**src/i2c_mbe_pkg.sv**
```systemverilog
// ---------------------------------------------------------------------------
// I2C master byte engine package
// Command codes, slot numbers and the transfer and state types.
// ---------------------------------------------------------------------------
`default_nettype none

package i2c_mbe_pkg;

  localparam logic [2:0] CMD_IDLE  = 3'd0;
  localparam logic [2:0] CMD_START = 3'd1;
  localparam logic [2:0] CMD_STOP  = 3'd2;
  localparam logic [2:0] CMD_WRITE = 3'd3;
  localparam logic [2:0] CMD_READ  = 3'd4;
  localparam logic [2:0] CMD_ACK   = 3'd5;

  localparam logic [4:0] LAST_BIT_LOW_SLOT = 5'd15;
  localparam logic [4:0] ACK_HIGH_SLOT     = 5'd16;

  localparam logic [15:0] WAIT_MAX = 16'hFFFF;

  typedef struct packed {
    logic [2:0] operation;
    logic [7:0] data_byte;
    logic       ack_level;
    logic       sda_in;
  } in_item_t;

  typedef struct packed {
    logic       scl_level;
    logic       sda_release;
    logic       busy_res;
    logic       done_res;
    logic [7:0] read_data;
    logic       ack_missing;
    logic       rejected;
  } out_item_t;

  typedef struct packed {
    logic [2:0]  cmd;
    logic [4:0]  phase;
    logic [7:0]  shift;
    logic        clk_o;
    logic        dat_o;
    logic [15:0] wait_cnt;
    logic [7:0]  held;
    logic        miss;
  } eng_state_t;

endpackage

`default_nettype wire

```
**src/i2c_mbe_step.sv**
```systemverilog
// ---------------------------------------------------------------------------
// I2C master byte engine step logic
// Next engine state and result for one transfer, from the current state.
// ---------------------------------------------------------------------------
`default_nettype none

module i2c_mbe_step
  import i2c_mbe_pkg::*;
(
  input  eng_state_t  st,
  input  in_item_t    item,
  input  logic [15:0] ack_timeout,
  output eng_state_t  st_nxt,
  output out_item_t   res
);

  logic        is_cmd;
  logic        fin;
  logic        hold;
  logic        done;
  logic        rej;
  logic [15:0] wait_inc;

  assign is_cmd   = item.operation inside {[CMD_START:CMD_ACK]};
  assign wait_inc = st.wait_cnt + {15'd0, (st.wait_cnt != WAIT_MAX)};

  always_comb begin
    st_nxt = st;
    fin    = 1'b0;
    hold   = 1'b0;
    done   = 1'b0;
    rej    = 1'b0;
    if (st.cmd == CMD_IDLE) begin
      if (is_cmd) begin
        st_nxt.cmd      = item.operation;
        st_nxt.phase    = 5'd0;
        st_nxt.wait_cnt = 16'd0;
        st_nxt.miss     = 1'b0;
        st_nxt.clk_o    = 1'b1;
        case (item.operation)
          CMD_START: st_nxt.dat_o = 1'b1;
          CMD_STOP:  st_nxt.dat_o = 1'b0;
          CMD_WRITE: begin
            st_nxt.shift = item.data_byte;
            st_nxt.dat_o = item.data_byte[7];
          end
          CMD_READ: begin
            st_nxt.shift = 8'd0;
            st_nxt.dat_o = 1'b1;
          end
          default:   st_nxt.dat_o = item.ack_level;
        endcase
      end
    end else if (is_cmd) begin
      rej = 1'b1;
    end else begin
      case (st.cmd)
        CMD_START: begin
          if (st.phase == 5'd0) begin
            st_nxt.dat_o = 1'b0;
          end else if (st.phase == 5'd1) begin
            st_nxt.clk_o = 1'b0;
          end else begin
            fin = 1'b1;
          end
        end
        CMD_STOP: begin
          if (st.phase == 5'd0) begin
            st_nxt.dat_o = 1'b1;
          end else begin
            fin = 1'b1;
          end
        end
        CMD_ACK: begin
          if (st.phase == 5'd0) begin
            st_nxt.clk_o = 1'b0;
          end else begin
            fin = 1'b1;
          end
        end
        CMD_WRITE: begin
          if (st.phase < ACK_HIGH_SLOT) begin
            if (!st.phase[0]) begin
              st_nxt.clk_o = 1'b0;
            end else if (st.phase == LAST_BIT_LOW_SLOT) begin
              st_nxt.dat_o    = 1'b1;
              st_nxt.clk_o    = 1'b1;
              st_nxt.wait_cnt = 16'd0;
            end else begin
              st_nxt.shift = {st.shift[6:0], 1'b0};
              st_nxt.dat_o = st.shift[6];
              st_nxt.clk_o = 1'b1;
            end
          end else if (st.phase == ACK_HIGH_SLOT) begin
            if (!item.sda_in) begin
              st_nxt.clk_o = 1'b0;
            end else begin
              st_nxt.wait_cnt = wait_inc;
              if ((ack_timeout != 16'd0) && (wait_inc >= ack_timeout)) begin
                st_nxt.miss  = 1'b1;
                st_nxt.clk_o = 1'b0;
              end else begin
                hold = 1'b1;
              end
            end
          end else begin
            fin = 1'b1;
          end
        end
        CMD_READ: begin
          if (!st.phase[0]) begin
            st_nxt.shift = {st.shift[6:0], item.sda_in};
            st_nxt.clk_o = 1'b0;
          end else if (st.phase >= LAST_BIT_LOW_SLOT) begin
            st_nxt.held = st.shift;
            fin = 1'b1;
          end else begin
            st_nxt.clk_o = 1'b1;
          end
        end
        default: hold = 1'b1;
      endcase
      if (fin) begin
        st_nxt.cmd   = CMD_IDLE;
        st_nxt.phase = 5'd0;
        done         = 1'b1;
      end else if (!hold) begin
        st_nxt.phase = st.phase + 5'd1;
      end
    end
  end

  always_comb begin
    res.scl_level   = st_nxt.clk_o;
    res.sda_release = st_nxt.dat_o;
    res.busy_res    = (st_nxt.cmd != CMD_IDLE);
    res.done_res    = done;
    res.read_data   = st_nxt.held;
    res.ack_missing = st_nxt.miss;
    res.rejected    = rej;
  end

endmodule

`default_nettype wire

```
**src/i2c_master_byte_engine_core.sv**
```systemverilog
// ---------------------------------------------------------------------------
// I2C master byte engine core
// Bit-level I2C master: one transfer in, one line-level result out.
//
//   channel  ports                      content
//   in       in_valid/in_ready/in_data  command or tick with sampled SDA
//   out      out_valid/out_ready/out_data  line levels and status
//   cfg      cfg_we/cfg_wdata           ack timeout in ticks
//
// One transfer per cycle while out_ready holds; each passes the input
// register, the single step of the engine state, then the result register.
// While a result waits, the input register takes one more transfer.
// rst_n (synchronous) releases both lines and clears the engine.
// A stalled out_ready backs up through the input register to in_ready.
// ---------------------------------------------------------------------------
`default_nettype none

module i2c_master_byte_engine_core
  import i2c_mbe_pkg::*;
(
  input  logic        clk,
  input  logic        rst_n,
  input  logic        in_valid,
  output logic        in_ready,
  input  in_item_t    in_data,
  output logic        out_valid,
  input  logic        out_ready,
  output out_item_t   out_data,
  input  logic        cfg_we,
  input  logic [15:0] cfg_wdata
);

  logic        in_valid_r;
  in_item_t    in_data_r;
  logic        out_valid_r;
  out_item_t   out_data_r;
  logic [15:0] ack_timeout_r;
  eng_state_t  st_r;
  eng_state_t  st_nxt;
  out_item_t   res;
  logic        step;

  assign step     = in_valid_r && (!out_valid_r || out_ready);
  assign in_ready = !in_valid_r || step;

  i2c_mbe_step u_step (
    .st          (st_r),
    .item        (in_data_r),
    .ack_timeout (ack_timeout_r),
    .st_nxt      (st_nxt),
    .res         (res)
  );

  always_ff @(posedge clk) begin
    if (!rst_n) begin
      ack_timeout_r <= 16'd0;
    end else if (cfg_we) begin
      ack_timeout_r <= cfg_wdata;
    end
  end

  always_ff @(posedge clk) begin
    if (!rst_n) begin
      in_valid_r <= 1'b0;
    end else if (in_ready) begin
      in_valid_r <= in_valid;
    end
  end

  always_ff @(posedge clk) begin
    if (in_ready && in_valid) begin
      in_data_r <= in_data;
    end
  end

  always_ff @(posedge clk) begin
    if (!rst_n) begin
      st_r.cmd      <= CMD_IDLE;
      st_r.phase    <= 5'd0;
      st_r.shift    <= 8'd0;
      st_r.clk_o    <= 1'b1;
      st_r.dat_o    <= 1'b1;
      st_r.wait_cnt <= 16'd0;
      st_r.held     <= 8'd0;
      st_r.miss     <= 1'b0;
    end else if (step) begin
      st_r <= st_nxt;
    end
  end

  always_ff @(posedge clk) begin
    if (!rst_n) begin
      out_valid_r <= 1'b0;
    end else if (!out_valid_r || out_ready) begin
      out_valid_r <= in_valid_r;
    end
  end

  always_ff @(posedge clk) begin
    if (step) begin
      out_data_r <= res;
    end
  end

  assign out_valid = out_valid_r;
  assign out_data  = out_data_r;

endmodule

`default_nettype wire

```
**config.mk**
```make
export PLATFORM = sky130hd
export DESIGN_NAME = i2c_master_byte_engine_core
export DESIGN_NICKNAME = d
export VERILOG_FILES = /design/src/i2c_mbe_pkg.sv /design/src/i2c_mbe_step.sv /design/src/i2c_master_byte_engine_core.sv
export SDC_FILE = /design/constraint.sdc
export NUM_CORES = 1
export LEC_CHECK = 0
export ABC_CLOCK_PERIOD_IN_PS = 3200
export BUFFER_PORTS_ARGS = -buffer_cell sky130_fd_sc_hd__buf_2
export CORE_ASPECT_RATIO = 1.1
export CORE_MARGIN = 5
export CORE_UTILIZATION = 45
export CTS_BUF_LIST = sky130_fd_sc_hd__clkbuf_4 sky130_fd_sc_hd__clkbuf_8
export DETAILED_ROUTE_END_ITERATION = 8
export PLACE_DENSITY = 0.64
export SLEW_MARGIN = 20
export SYNTH_ARGS = -nofsm -noshare
export SYNTH_HDL_FRONTEND = slang
export SYNTH_SLANG_ARGS = --single-unit
```
**constraint.sdc**
```tcl
create_clock -name clk -period 3.2 [get_ports clk]
set_input_delay 0.32 -clock clk [delete_from_list [all_inputs] [get_ports clk]]
set_output_delay 0.32 -clock clk [all_outputs]
set_load 0.01 [all_outputs]
```
==> impl_metrics.py <==
metrics = {
    "synthesis": {
        "ys_types": 68,
        "yosysWarnings": 0,
        "synth.area.top_cells": "dfxtp_1 (26%), edfxtp_1 (17%), ha_1 (6.6%)",
        "synth_nets": 552,
        "yosysTopAreaCell": "dfxtp_1",
        "synth_flop_cell": "dfxtp_1",
        "syn_avg_cell_area_sq_um": 9.55,
        "ys_top_cells_by_count": "dfxtp_1 (61), nor2_1 (57), edfxtp_1 (27), inv_1 (26), nand2_1 (26)",
        "ys_seq_area_frac": 0.432,
        "syn_area_sq_um": 4710,
        "ys_ff_latch": 88,
        "synth_top_area_frac": 0.260,
        "synth_edf_count": 27,
        "synth_cells": 493,
        "synth_most_common_cell": "dfxtp_1",
        "synthArstFlopShare": 0,
    },
    "setup_path": {
        "crit_arrival_ps": 3570,
        "cp_data_required_time_ps": 3460,
        "setup.worst_path.end_class": "flip-flop",
        "worstSetupPathType": "flip-flop to flip-flop",
        "startpoint_type": "flip-flop",
        "path_max_fanout": 8,
    },
    "placed_design": {
        "dpl.hpwl_um": 8880,
        "port_buffers": 49,
        "gp_congestion": 0.946,
        "place_ws_ps": -323,
    },
    "pwr": {
        "p_total_w": 0.00224,
        "ir_worst_vdd_v": 0.000233,
        "leakage_nw": 2.36,
        "powerDensity_nw_per_um2": 391,
    },
    "die": {
        "die-area_sq_um": 12600,
        "die_w_um": 108,
        "initial_core_util": 0.457,
        "pin_count": 50,
        "die_h_um": 117,
        "coreArea_sq_um": 10300,
        "placementRows": 39,
    },
    "drt": {
        "wl_per_cell_um": 16.6,
        "drt-total-wl_um": 12100,
        "num_vias": 4120,
        "dr.pass1.iters": 4,
        "ant_nets": 0,
        "viasPerCell": 5.65,
        "drt_iter0_markers": 157,
        "drcViolationCount": 0,
    },
    "clock_tree": {
        "holdBufCountCts": 0,
        "insertion_delay_ps": 370,
        "numCtsBuffers": 9,
        "cts_root_buf": "clkbuf_8",
        "cts_tree": "built",
        "cts_htree_levels": 3,
        "cts_sinks": 88,
        "path_clk_slew_ps": 90,
        "clockBufferDepth": 2,
    },
    "sta": {
        "slew_headroom": 0.501,
        "fin_crit_sh": 1.03,
        "hold_viol": 0,
        "finClkSkew_ps": 16.7,
        "setup_violations": 6,
        "layout_setup_ws_ps": -109,
        "worst_pin_slew_ps": 729,
        "max_freq_ghz": 0.302,
        "rsz0062_at_grt": "yes",
        "min_period_ps": 3310,
        "setup_tns_ps": -305,
        "slew_viol_final": 0,
    },
    "global_route": {
        "grt_pass1_wl_um": 19900,
        "grt_pass1_vias": 4226,
        "grt_max_degree": 31,
        "antenna_found_initial": 0,
        "grt_overflow": 0,
        "grt_use_total": 0.203,
    },
    "worst_hold_path": {
        "hold_path.class": "primary input to flip-flop",
    },
    "run": {
        "cap_viol_max_count": 0,
    },
    "finish": {
        "synthToLayoutAreaGrowth_pct": 21.7,
        "num-fill-cells": 934,
        "ff_latch_area_sq_um": 2030,
        "multi_input_area_sq_um": 2610,
        "antenna_cells": 0,
        "fin_nets": 640,
        "drive_gt1_frac": 0.268,
        "utilization": 0.556,
    },
    "status": {
        "violations": "negative setup slack",
        "status": "finished, violations left",
    },
}
[routing by layer]
layer  global-route usage  wire, um
met2                0.359      6070
met1                0.220      4850
met4                0.125       609
met3               0.0466       535
met5                    0         0
[area by class of cell]
class,count,share of cell area
Clock buffer,12,0.0277
Timing Repair Buffer,98,0.107
Inverter,28,0.0183
Clock inverter,4,0.00568
Tap cell,143,0.0312
Multi-Input combinational cell,356,0.455
Sequential cell,88,0.355
[kinds of logic (layout without fill, tap and decap cells)]
logic type	after synthesis	in the layout	synth area share
multiplexers	32	32	0.0702
AO/OA/AOI/OAI	109	109	0.161
buffers and inverters	49	142	0.0441
AND/OR/NAND/NOR	175	175	0.198
XOR/XNOR	15	15	0.0279
adder cells (fa/ha/maj)	25	25	0.0665
flip-flops	88	88	0.432
[worst max-delay path: stages (launching register included)]
cell and delay, ps:
dfxtp_2 320, and4_4 180, and2_4 130, nand4_1 70
ha_2 220, nand4_1 140, buf_4 170, buf_4 130
nor2_1 120, xor2_1 230, ha_1 320, a21oi_1 150
a31oi_1 110, o21bai_2 280, a31oi_4 170, o211a_1 270
a32o_1 210
[what timing repair did]
item | CTS | global route
setup endpoints to repair | 9 | 9
pin swaps | 31 | 16
buffers inserted | 8 | 4
resized for setup | 16 | 5
cloned | 0 | 0
[layout by cell type (no fill, tap or decap), types with 5 or more instances in the layout]
cell       n
a22oi_1    9
mux2i_1   24
o31ai_1    6
nand4_1   11
xor2_1     5
ha_1      23
xnor2_1    6
and2_1     6
nor2b_1    7
o21ai_0   20
nor3b_1    7
nand2_1   25
buf_4     49
nand3_1   16
a21oi_1   20
dfxtp_1   60
mux2_2     8
inv_1     26
a211oi_1   9
nor2_1    53
clkbuf_8  11
buf_2     49
edfxtp_1  27
nor3_1     8
[metrics by stage]
stage	cell area, sq um	hold slack [ps]	cells
after global placement	5340	459	701
after CTS	5670	112	725
after floorplan	4740	419	493
after detailed placement	5340	473	701
after global routing	5730	105	729
final	5730	134	729
[registers in the layout, indices dropped and copies added, names as in the netlist]
name and count:
out_valid 1, in_data_r 13, out_data 14, in_valid_r 1
st_r 43, ack_timeout_r 16
[worst paths after layout]
kind                                            start  slack [ps]                      to  cells after the start
worst max register to register  st_r[17]$_SDFFE_PN0P_        -110   st_r[37]$_SDFFE_PN0P_                     16
worst max-delay path            st_r[17]$_SDFFE_PN0P_        -110   st_r[37]$_SDFFE_PN0P_                     16
worst min register to register   st_r[0]$_SDFFE_PN0P_         500    st_r[0]$_SDFFE_PN0P_                      2
worst min-delay path                       in_data[6]         130  in_data_r[6]$_DFFE_PP_                      1
[report_power, final]
group | internal [W] | total, W | leakage [nW] | switching, W
clock network | 0.000343 | 0.000763 | 0.102 | 0.000420
registers | 0.00119 | 0.00122 | 0.747 | 0.0000315
logic | 0.0000980 | 0.000253 | 1.51 | 0.000155
No activity file was read; power rests on OpenSTA's default activity.
